<file path="src/sv/gdn_pkg.sv">
// shared types, constants and calendar tables for the gregorian day number converter
// no dependencies; every other file of the block imports this package

package gdn_pkg;

  // pipeline depth, from the input transfer to the result register
  localparam int NSTAGE = 10;

  // largest year accepted or produced
  localparam logic [17:0] MAX_YEAR = 18'd100000;
  localparam logic [3:0]  MONTH_LAST = 4'd11;

  // floor(n*400/146097) == (n * K_EST) >> 44 for every 26-bit n
  localparam logic [35:0] K_EST = 36'd48165769440;
  localparam int          EST_SHIFT = 44;
  // floor(m/100) == (m * K_DIV100) >> 25 for every 18-bit m
  localparam logic [18:0] K_DIV100 = 19'd335545;
  localparam int          DIV100_SHIFT = 25;

  // command codes
  localparam logic CMD_TO_DAYS = 1'b0;
  localparam logic CMD_TO_DATE = 1'b1;

  // error codes
  localparam logic [2:0] ERR_OK    = 3'd0;
  localparam logic [2:0] ERR_YEAR  = 3'd1;
  localparam logic [2:0] ERR_MONTH = 3'd2;
  localparam logic [2:0] ERR_DAY   = 3'd3;
  localparam logic [2:0] ERR_ZERO  = 3'd4;

  typedef struct packed {
    logic        command;
    logic [17:0] year;
    logic [3:0]  month;
    logic [4:0]  day;
    logic [25:0] day_number;
  } gdn_in_t;

  typedef struct packed {
    logic [25:0] out_day_number;
    logic [17:0] out_year;
    logic [3:0]  out_month;
    logic [4:0]  out_day;
    logic [2:0]  error_code;
  } gdn_out_t;

  // fields that ride along the pipeline beside the arithmetic
  typedef struct packed {
    logic        cmd;
    logic [17:0] year;
    logic [3:0]  month;
    logic [4:0]  day;
    logic [25:0] n;
    logic [2:0]  err;
  } gdn_side_t;

  // start of year y = m+1 and leap flags of years m, m+1, m+2
  typedef struct packed {
    logic [26:0] start;
    logic [17:0] m;
    logic        leap0;
    logic        leap1;
    logic        leap2;
  } gdn_ys_t;

  // corrected year, day within the year, its leap flag, and the uncorrected start
  typedef struct packed {
    logic [17:0] y;
    logic [25:0] rem;
    logic        leap;
    logic [25:0] start;
  } gdn_fix_t;

  // days before a zero-based month
  function automatic logic [8:0] month_start(input logic leap, input logic [3:0] month);
    logic [8:0] base;
    logic [8:0] adj;
    case (month)
      4'd0:    base = 9'd0;
      4'd1:    base = 9'd31;
      4'd2:    base = 9'd59;
      4'd3:    base = 9'd90;
      4'd4:    base = 9'd120;
      4'd5:    base = 9'd151;
      4'd6:    base = 9'd181;
      4'd7:    base = 9'd212;
      4'd8:    base = 9'd243;
      4'd9:    base = 9'd273;
      4'd10:   base = 9'd304;
      4'd11:   base = 9'd334;
      default: base = 9'd0;
    endcase
    adj = (leap && month >= 4'd2 && month <= MONTH_LAST) ? 9'd1 : 9'd0;
    return base + adj;
  endfunction

  // days in a zero-based month
  function automatic logic [4:0] month_len(input logic leap, input logic [3:0] month);
    logic [4:0] len;
    if (month == 4'd1) begin
      len = leap ? 5'd29 : 5'd28;
    end else if (month inside {4'd3, 4'd5, 4'd8, 4'd10}) begin
      len = 5'd30;
    end else begin
      len = 5'd31;
    end
    return len;
  endfunction

endpackage

</file>
<file path="src/sv/gdn_year_est.sv">
// year estimate stages: floor(n*400/146097) by reciprocal multiply in two 18-bit halves
// depends on gdn_pkg

module gdn_year_est import gdn_pkg::*; (
  input  logic        clk,
  input  logic [1:0]  en,
  input  logic [25:0] n,
  output logic [17:0] q
);

  logic [43:0] p_hi;
  logic [43:0] p_lo;
  logic [44:0] sum;

  // stage 1: partial products
  always_ff @(posedge clk) begin
    if (en[0]) begin
      p_hi <= 44'(n) * 44'(K_EST[35:18]);
      p_lo <= 44'(n) * 44'(K_EST[17:0]);
    end
  end

  assign sum = 45'(p_hi) + 45'(p_lo[43:18]);

  // stage 2: combine and shift
  always_ff @(posedge clk) begin
    if (en[1]) begin
      q <= sum[EST_SHIFT-1:EST_SHIFT-18];
    end
  end

endmodule

</file>
<file path="src/sv/gdn_year_start.sv">
// year start stages: day number of 1 january of year m+1 and leap flags of m, m+1, m+2
// depends on gdn_pkg

module gdn_year_start import gdn_pkg::*; (
  input  logic        clk,
  input  logic [2:0]  en,
  input  logic [17:0] m,
  output gdn_ys_t     ys
);

  logic [17:0] m3;
  logic [26:0] m365_3;
  logic [36:0] mq3;
  logic [17:0] m4;
  logic [26:0] m365_4;
  logic [11:0] q100_4;
  logic [6:0]  r100_4;
  logic [11:0] q100_c;
  logic [17:0] r100_c;

  // stage 3: m*365 and m/100 multiply
  always_ff @(posedge clk) begin
    if (en[0]) begin
      m3     <= m;
      m365_3 <= 27'(m) * 27'd365;
      mq3    <= 37'(m) * 37'(K_DIV100);
    end
  end

  assign q100_c = mq3[DIV100_SHIFT+11:DIV100_SHIFT];
  assign r100_c = m3 - 18'(q100_c) * 18'd100;

  // stage 4: quotient and remainder by 100
  always_ff @(posedge clk) begin
    if (en[1]) begin
      m4     <= m3;
      m365_4 <= m365_3;
      q100_4 <= q100_c;
      r100_4 <= r100_c[6:0];
    end
  end

  // stage 5: start sum; m/400 is (m/100)/4
  always_ff @(posedge clk) begin
    if (en[2]) begin
      ys.m     <= m4;
      ys.start <= m365_4 + 27'(m4[17:2]) - 27'(q100_4) + 27'(q100_4[11:2]) + 27'd1;
      ys.leap0 <= (m4[1:0] == 2'd0) && ((r100_4 != 7'd0) || (q100_4[1:0] == 2'd0));
      ys.leap1 <= (m4[1:0] == 2'd3) && ((r100_4 != 7'd99) || (q100_4[1:0] == 2'd3));
      ys.leap2 <= (m4[1:0] == 2'd2) && ((r100_4 != 7'd98) || (q100_4[1:0] == 2'd3));
    end
  end

endmodule

</file>
<file path="src/sv/gdn_year_fix.sv">
// year correction stages: lower the estimate once, then raise it once, for date lookups
// depends on gdn_pkg

module gdn_year_fix import gdn_pkg::*; (
  input  logic        clk,
  input  logic [2:0]  en,
  input  logic        cmd,
  input  logic [25:0] n,
  input  gdn_ys_t     ys,
  output gdn_fix_t    fix
);

  logic        cmd6;
  logic        dec6;
  logic [17:0] y0_6;
  logic [26:0] start6;
  logic [26:0] start_dec6;
  logic [25:0] n6;
  logic        leap0_6;
  logic        leap1_6;
  logic        leap2_6;

  logic        cmd7;
  logic [17:0] y7;
  logic [25:0] rem7;
  logic        leap_y7;
  logic        leap_n7;
  logic [25:0] start7;

  logic [26:0] start_sel;
  logic [8:0]  len7;
  logic        inc;

  // stage 6: decide on lowering, prepare the lowered start
  always_ff @(posedge clk) begin
    if (en[0]) begin
      cmd6       <= cmd;
      dec6       <= (cmd == CMD_TO_DATE) && (ys.start > {1'b0, n}) && (ys.m != 18'd0);
      y0_6       <= ys.m + 18'd1;
      start6     <= ys.start;
      start_dec6 <= ys.start - (ys.leap0 ? 27'd366 : 27'd365);
      n6         <= n;
      leap0_6    <= ys.leap0;
      leap1_6    <= ys.leap1;
      leap2_6    <= ys.leap2;
    end
  end

  assign start_sel = dec6 ? start_dec6 : start6;

  // stage 7: day within the year
  always_ff @(posedge clk) begin
    if (en[1]) begin
      cmd7    <= cmd6;
      y7      <= dec6 ? y0_6 - 18'd1 : y0_6;
      rem7    <= n6 - start_sel[25:0];
      leap_y7 <= dec6 ? leap0_6 : leap1_6;
      leap_n7 <= dec6 ? leap1_6 : leap2_6;
      start7  <= start6[25:0];
    end
  end

  assign len7 = leap_y7 ? 9'd366 : 9'd365;
  assign inc  = (cmd7 == CMD_TO_DATE) && (rem7 >= 26'(len7));

  // stage 8: raise past the year end
  always_ff @(posedge clk) begin
    if (en[2]) begin
      fix.y     <= inc ? y7 + 18'd1 : y7;
      fix.rem   <= inc ? rem7 - 26'(len7) : rem7;
      fix.leap  <= inc ? leap_n7 : leap_y7;
      fix.start <= start7;
    end
  end

endmodule

</file>
<file path="src/sv/gdn_finish.sv">
// final stages: month search or month offset, error resolution, result register
// depends on gdn_pkg

module gdn_finish import gdn_pkg::*; (
  input  logic       clk,
  input  logic [1:0] en,
  input  gdn_side_t  side,
  input  gdn_fix_t   fix,
  output gdn_out_t   result
);

  logic [3:0]  mi_c;
  logic [2:0]  err_c;
  logic        derr;
  logic        yerr;

  logic        cmd9;
  logic [2:0]  err9;
  logic [3:0]  mi9;
  logic        leap9;
  logic [25:0] rem9;
  logic [17:0] y9;
  logic [9:0]  msd9;
  logic [25:0] start9;
  logic [25:0] dday;

  // month search: last month whose start is not past the day of the year
  always_comb begin
    mi_c = 4'd0;
    for (int k = 1; k <= 11; k++) begin
      if (26'(month_start(fix.leap, 4'(k))) <= fix.rem) begin
        mi_c = 4'(k);
      end
    end
  end

  assign derr = side.day >= month_len(fix.leap, side.month);
  assign yerr = fix.y > MAX_YEAR;

  always_comb begin
    if (side.err != ERR_OK) begin
      err_c = side.err;
    end else if (side.cmd == CMD_TO_DATE) begin
      err_c = yerr ? ERR_YEAR : ERR_OK;
    end else begin
      err_c = derr ? ERR_DAY : ERR_OK;
    end
  end

  // stage 9
  always_ff @(posedge clk) begin
    if (en[0]) begin
      cmd9   <= side.cmd;
      err9   <= err_c;
      mi9    <= mi_c;
      leap9  <= fix.leap;
      rem9   <= fix.rem;
      y9     <= fix.y;
      msd9   <= 10'(month_start(fix.leap, side.month)) + 10'(side.day);
      start9 <= fix.start;
    end
  end

  assign dday = rem9 - 26'(month_start(leap9, mi9));

  // stage 10: result register
  always_ff @(posedge clk) begin
    if (en[1]) begin
      result.error_code <= err9;
      if (err9 == ERR_OK && cmd9 == CMD_TO_DATE) begin
        result.out_day_number <= 26'd0;
        result.out_year       <= y9;
        result.out_month      <= mi9;
        result.out_day        <= dday[4:0];
      end else if (err9 == ERR_OK) begin
        result.out_day_number <= start9 + 26'(msd9);
        result.out_year       <= 18'd0;
        result.out_month      <= 4'd0;
        result.out_day        <= 5'd0;
      end else begin
        result.out_day_number <= 26'd0;
        result.out_year       <= 18'd0;
        result.out_month      <= 4'd0;
        result.out_day        <= 5'd0;
      end
    end
  end

endmodule

</file>
<file path="src/sv/gregorian_day_number_converter_unit.sv">
// top level of the gregorian day number converter: handshake, valid bits, side pipeline
// depends on gdn_pkg, gdn_year_est, gdn_year_start, gdn_year_fix, gdn_finish

// Converts between a proleptic Gregorian date (year, zero-based month, zero-based
// day) and a day number where day 1 is 1 january of year 1. Command 0 turns a date
// into a day number, command 1 turns a day number into a date; each item gives
// exactly one result, with error_code set and the other fields zero on a range
// violation. The block is a ten-stage pipeline: a new item may be taken on every
// clock cycle when the output side does not stall. The rate is one item per cycle
// while the result side is not stalled, and it is set by the fully pipelined
// datapath (two multiplier stages for the year estimate, a shared year-start unit
// with a 365 multiply and a reciprocal divide by 100, the year correction stages
// and the month search). Each stage has its own valid bit and moves on when the
// stage after it is empty or moving, so a stall on the result side only holds the
// stages that are full and the input keeps taking items into empty stages.

module gregorian_day_number_converter_unit import gdn_pkg::*; (
  input  logic     clk,
  input  logic     rst,
  input  logic     item_valid,
  output logic     item_ready,
  input  gdn_in_t  item,
  output logic     result_valid,
  input  logic     result_ready,
  output gdn_out_t result
);

  // valid bit per stage, and stage load enables
  logic [NSTAGE:1]   v;
  logic [NSTAGE+1:1] rdy;
  logic [NSTAGE:1]   en;

  // side pipeline: stage k holds the fields of the item in arithmetic stage k
  gdn_side_t   side_in;
  gdn_side_t   side [1:8];

  logic [17:0] q_est;
  logic [17:0] m_in;
  gdn_ys_t     ys;
  gdn_fix_t    fix;

  // ready ripples back from the result side; an empty stage is always free
  always_comb begin
    rdy[NSTAGE+1] = result_ready;
    for (int k = NSTAGE; k >= 1; k--) begin
      rdy[k] = !v[k] || rdy[k+1];
    end
  end

  assign en           = rdy[NSTAGE:1];
  assign item_ready   = rdy[1];
  assign result_valid = v[NSTAGE];

  always_ff @(posedge clk) begin
    if (rst) begin
      v <= '0;
    end else begin
      if (en[1]) begin
        v[1] <= item_valid;
      end
      for (int k = 2; k <= NSTAGE; k++) begin
        if (en[k]) begin
          v[k] <= v[k-1];
        end
      end
    end
  end

  // input range checks, in priority order
  always_comb begin
    side_in.cmd   = item.command;
    side_in.year  = item.year;
    side_in.month = item.month;
    side_in.day   = item.day;
    side_in.n     = item.day_number;
    if (item.command == CMD_TO_DATE) begin
      side_in.err = (item.day_number == 26'd0) ? ERR_ZERO : ERR_OK;
    end else if (item.year == 18'd0 || item.year > MAX_YEAR) begin
      side_in.err = ERR_YEAR;
    end else if (item.month > MONTH_LAST) begin
      side_in.err = ERR_MONTH;
    end else begin
      side_in.err = ERR_OK;
    end
  end

  always_ff @(posedge clk) begin
    if (en[1]) begin
      side[1] <= side_in;
    end
    for (int k = 2; k <= 8; k++) begin
      if (en[k]) begin
        side[k] <= side[k-1];
      end
    end
  end

  // stages 1-2: year estimate for a day number (estimate minus one comes out)
  gdn_year_est u_est (
    .clk (clk),
    .en  (en[2:1]),
    .n   (item.day_number),
    .q   (q_est)
  );

  // the year-start unit is shared: a date brings year-1, a day number its estimate-1
  assign m_in = (side[2].cmd == CMD_TO_DATE) ? q_est : side[2].year - 18'd1;

  // stages 3-5: start of year and leap flags
  gdn_year_start u_start (
    .clk (clk),
    .en  (en[5:3]),
    .m   (m_in),
    .ys  (ys)
  );

  // stages 6-8: correct the estimate by one year either way
  gdn_year_fix u_fix (
    .clk (clk),
    .en  (en[8:6]),
    .cmd (side[5].cmd),
    .n   (side[5].n),
    .ys  (ys),
    .fix (fix)
  );

  // stages 9-10: month, day, errors and the result register
  gdn_finish u_finish (
    .clk    (clk),
    .en     (en[10:9]),
    .side   (side[8]),
    .fix    (fix),
    .result (result)
  );

endmodule

</file>
<file path="config.mk">
export PLATFORM = sky130hd
export DESIGN_NAME = gregorian_day_number_converter_unit
export DESIGN_NICKNAME = d
export VERILOG_FILES = /design/src/sv/gdn_pkg.sv /design/src/sv/gdn_year_est.sv /design/src/sv/gdn_year_start.sv /design/src/sv/gdn_year_fix.sv /design/src/sv/gdn_finish.sv /design/src/sv/gregorian_day_number_converter_unit.sv
export SDC_FILE = /design/constraint.sdc
export NUM_CORES = 2
export LEC_CHECK = 0
export BUFFER_PORTS_ARGS = -buffer_cell sky130_fd_sc_hd__buf_4
export CAP_MARGIN = 15
export CORE_MARGIN = 10
export CORE_UTILIZATION = 55
export CTS_CLUSTER_SIZE = 24
export DETAILED_ROUTE_END_ITERATION = 7
export PLACE_DENSITY = 0.74
export SETUP_SLACK_MARGIN = 0.05
export SKIP_CTS_REPAIR_TIMING = 1
export SLEW_MARGIN = 5
export SYNTH_ARGS = -nofsm -noshare
export SYNTH_HDL_FRONTEND = slang
export SYNTH_SLANG_ARGS = --single-unit
</file>
<file path="constraint.sdc">
create_clock -name clk -period 9.01 [get_ports clk]
set_input_delay 1.3515 -clock clk [delete_from_list [all_inputs] [get_ports clk]]
set_output_delay 1.3515 -clock clk [all_outputs]
set_load 0.03 [all_outputs]
</file>
After elaboration in Yosys (flattened, before gate mapping)
Memories as Yosys holds them, arrays and structs flattened.
Cells that the tools add are included.
Storage, ports and cells
  ROM bits: 288
  output and inout port bits: 58
  memory bits (writable): 456
  memories: 3
  bits in registers: 674
Operators by class
  bitwise operators: 1
  multipliers: 5
  multiplexer cells: 52
  add/subtract/negate cells: 28
  reduce and logical (&&, ||, !) cells: 47
  equality and inequality tests: 10
  magnitude comparators: 21
Memory list
  side: depth 8, width 57, read ports 8, clocked after Yosys merged registers in 0, write ports 8, line gregorian_day_number_converter_unit.sv:35  | gdn_side_t side [1:8];
  (name not given): depth 16, width 9, read ports 1, clocked after Yosys merged registers in 0, write ports 0, line gdn_pkg.sv:78  | case (month)
  (name not given): depth 16, width 9, read ports 1, clocked after Yosys merged registers in 0, write ports 0, line gdn_pkg.sv:78
Operators with widths (number)
  less-or-equal comparator 9 x 26 -> 1 bit: 7
  two-way mux 18 bit: 3
  less-or-equal comparator 8 x 26 -> 1 bit: 2
  two-way mux 26 bit: 2
  subtractor 26 x 9 -> 26 bit: 2
  adder 44 x 26 -> 44 bit: 1
  multiplier 26 x 18 -> 44 bit, second input constant: 1
  multiplier 26 x 13 -> 39 bit, second input constant: 1
  multiplier 18 x 19 -> 37 bit, second input constant: 1
  adder 18 x 1 -> 18 bit, second input constant: 2
  greater-than comparator 18 x 17 -> 1 bit, second input constant: 2
  subtractor 18 x 1 -> 18 bit, second input constant: 2
  adder 27 x 1 -> 27 bit, second input constant: 1
  adder 27 x 10 -> 27 bit: 1
  adder 27 x 16 -> 27 bit: 1
  adder 8 x 9 -> 9 bit, first input constant: 3
  adder 9 bit, first input constant: 3
  greater-than comparator 27 x 26 -> 1 bit: 1
  multiplier 18 x 9 -> 27 bit, second input constant: 1
  two-way mux 1 bit: 27
  two-way mux 27 bit: 1
  subtractor 27 x 12 -> 27 bit: 1
  adder 26 x 10 -> 26 bit: 1
  greater-or-equal comparator 26 x 9 -> 1 bit: 1
  other kinds (40): 96

Longest topological paths before layout
  depth after elaboration: 13
  gate-level depth with buffers: 31
  depth with buffers taken out: 31

By module
Synthesis repeated with hierarchy kept, for this count alone.
Second synthesis, totals
  cells, all modules: 5112
  area total of the unflattened synthesis: 66745.3 um^2
By module, submodules not included
  gdn_year_est: instances 1, seq. area each 2642.5 um^2, area each 17601.9 um^2, cells each 1677
  gdn_year_start: instances 1, seq. area each 4894.7 um^2, area each 15924.0 um^2, cells each 1372
  gregorian_day_number_converter_unit: instances 1, seq. area each 13893.3 um^2, area each 14741.6 um^2, cells each 619
  gdn_year_fix: instances 1, seq. area each 7357.1 um^2, area each 11692.5 um^2, cells each 856
  gdn_finish: instances 1, seq. area each 3723.6 um^2, area each 6785.3 um^2, cells each 588

Worst setup path before layout
Ideal clock, no wire load.
  path type: input to register
  start: input result_ready
  end: register side[0][100] (netlist name)
  cell stages on the path: 6
  arrival time: 8.537 ns
  data required time: 7.520 ns
  path slack: -1.017 ns
  cells stage by stage: nor2b_1 > and3_1 > and3_1 > nand3_1 > nor2_1 > nand3_1
RTL lines
  start: declaration: line gregorian_day_number_converter_unit.sv:24  | input logic result_ready,

==> flow_summary.yaml <==
final_layout:
  regArea_um2: 26800
  area_growth_pct: 9.98
  drive_above_1_share_pct: 6.52
  nFillCells: 8334
  fin_nets: 6204
  multi_input_area_um2: 29400
  antenna_cells: 0
synthesis:
  yosys-top-cells-area: "edfxtp_1, fa_1, ha_1"
  synth_top_area_share_pct: 44.5
  syn-cell-area_um2: 59800
  synthDistinctLibCells: 79
  netlist_instances: 4764
  synth-seq-area-share_pct: 44.8
  syn_nets: 6009
  synthFlopType: "edfxtp_1"
  syn_avg_cell_area_um2: 12.5
  synth_seq_cells: 895
  yosysTopAreaCell: "edfxtp_1"
  yosysWarnings: 0
  synth_common_cells: "inv_1, edfxtp_1, ha_1, fa_1, nor2_1"
  yosys.cell_count.top_type: "inv_1"
  synth_edf_count: 885
  async_reset_ff_share_pct: 0
worst_setup_path:
  critPathArrivalTime_ns: 8.75
  endpoint_kind: "register"
  cp-startpoint: "side[0][155]"
  r2r_cells: 26
  cp-start-kind: "register"
  r2r_slack_ns: 0.66
  crit_path_end: "u_start.mq3[35]"
  cp_max_fo: 6
  critPathKind: "register to register"
  reg2reg_from: "side[0][155]"
  critPathRequiredTime_ns: 9.40
  r2r_end: "u_start.mq3[35]"
die:
  placementRows: 120
  die_w_um: 350
  die_h_um: 350
  start_util_pct: 55.6
  core_um2: 108000
  ios: 116
  dieArea_um2: 122000
cts:
  insertion_delay_ns: 0.69
  cts.sinks: 895
  numCtsBuffers: 93
  cts-root-buf: "clkbuf_16"
  htreeDepth: 3
  cts_tree: "done"
  path_clk_slew_ns: 0.06
  clockBufferDepth: 3
sta:
  period_share_pct: 92.7
  relSlewSlack_pct: 21.7
  setup_viol: 0
  worstMarginPinSlew_ns: 1.17
  clock_skew_ns: 0.0645
  fin_crit_ns: 8.35
  tns_ns: 0
  finalMaxSlewViolations: 0
  hold_violations: 0
  rsz0062_at_grt: "false"
  max_freq_ghz: 0.120
routing:
  drt_first_pass_iters: 5
  via_count: 34900
  wl_per_cell_um: 19.7
  route.antenna.remaining_nets: 0
  viasPerCell: 5.42
  wirelength_mm: 127
  drtIter0Drc: 2034
  route.detailed.drc: 0
grt:
  gr-total-overflow: 0
  grt_max_degree: 125
  grt_usage_pct: 20.9
  grt_pass1_vias: 36300
  grt_pass1_wl_mm: 200
  grt_antenna_before_repair: 2
job:
  maxCapViolCount: 0
outcome:
  outcome: "finished, final reports clean"
hold_path:
  worstHoldPathType: "register to register"
placement:
  hpwl_mm: 102
  place_congestion: 0.967
  portBuffers: 115
metrics by stage:
step	cells	setup WS, ns	hold slack [ns]	instance area (um^2)	utilization (%)
5_1_grt	6436	0.163	0.413	65700	61.2
2_1_floorplan	4764	0.282	0.400	59800	-
3_3_place_gp	6267	0.847	0.401	62500	58.1
3_5_place_dp	6267	0.713	0.405	62500	58.1
6_report	6436	0.657	0.400	65700	61.2
4_1_cts	6436	0.684	0.398	65700	61.2
how the worst min path moves through the flow:
stage | slack [ns] | cells past startpoint | startpoint | to
2_1_floorplan | 0.40 | 0 | side[0][57] | side[0][114]
3_3_place_gp | 0.40 | 0 | side[0][186] | side[0][243]
3_5_place_dp | 0.40 | 0 | side[0][58] | side[0][115]
4_1_cts | 0.40 | 0 | side[0][243] | side[0][300]
5_1_grt | 0.41 | 0 | side[0][78] | side[0][135]
6_report | 0.40 | 0 | u_fix.start7[0] | u_fix.fix[0]
cell type report:
class | instances | share of cell area [%]
multi-input cells | 2891 | 44.7
flip-flops and latches | 895 | 40.7
inverters | 936 | 5.35
clock buffers | 108 | 3.66
well taps | 1403 | 2.67
repair buffers | 142 | 1.64
clock inverters | 61 | 1.27
sequential cells by signal, summed over array words and instances, names as in the netlist, 44 cells and up:
name and cells:
side 268, u_est.p_hi 44, u_finish.result 56, u_fix.fix 71, u_start.ys 48
placed cells by master (no fill, tap or decap), types with 8 or more instances in the layout:
cell,synthesis,layout
and2_1,10,10
o211ai_1,17,17
bufinv_16,0,14
mux2i_1,30,30
a31oi_1,18,18
o21a_1,29,29
nor4_1,29,29
xor2_1,89,89
or4_1,11,11
nand4_1,40,40
fa_1,516,516
o31ai_1,10,10
o21ai_0,125,119
nor3_1,63,62
o21bai_1,19,19
or2_2,13,13
a21o_1,79,79
ha_1,671,671
nor2b_1,31,31
nand3_1,79,77
dfxtp_1,10,10
xnor2_1,202,202
inv_1,936,932
clkbuf_16,0,93
clkinv_1,0,17
nand2b_1,41,41
clkinv_2,0,13
and3_1,57,57
a211oi_1,18,18
nor2_1,206,206
a21oi_1,173,173
or3_1,20,20
nand2_1,165,161
clkbuf_1,37,13
a21boi_0,8,8
edfxtp_1,885,885
buf_4,1,141
critical path, stage by stage, from the launching register on:
cell and delay [ns]:
edfxtp_1 0.45, or4_1 0.61, or4_1 0.49, nand2b_1 0.19, nor4_1 0.25, xnor2_1 0.17, o21a_1 0.25, fa_1 0.54
fa_1 0.55, inv_1 0.06, fa_1 0.53, inv_1 0.05, fa_1 0.54, inv_1 0.06, fa_1 0.54, inv_1 0.06
fa_1 0.53, inv_1 0.04, ha_1 0.32, nand4_1 0.14, nor3_1 0.30, nand3_1 0.13, a21oi_1 0.28, o211ai_1 0.23
a21boi_0 0.46, o22ai_1 0.18, xnor2_1 0.15
cells by family (layout without fill, tap and decap cells):
family,Yosys count,count (layout),share of synthesized area [%]
other cells,1,1,0.00627
xor+xnor,291,291,4.26
simple gates,795,795,6.63
buf+inv,978,1247,6.17
flops,895,895,44.8
mux,33,33,0.559
compound gates,584,584,6.25
fa+ha+maj,1187,1187,31.3
layer usage:
layer / global-route usage, % / share of wire, % / wire length [um] / vias up
met5: 0 / 0 / 0 / -
li1: - / - / - / 16700
met4: 5.36 / 2.4 / 2990 / 0
met1: 26.9 / 43 / 54000 / 17200
met2: 37.1 / 51 / 64300 / 805
met3: 2.93 / 4.5 / 5720 / 168
Power is not shown: default switching activity piles up to over one toggle a cycle in this logic, so the estimate is an artifact.
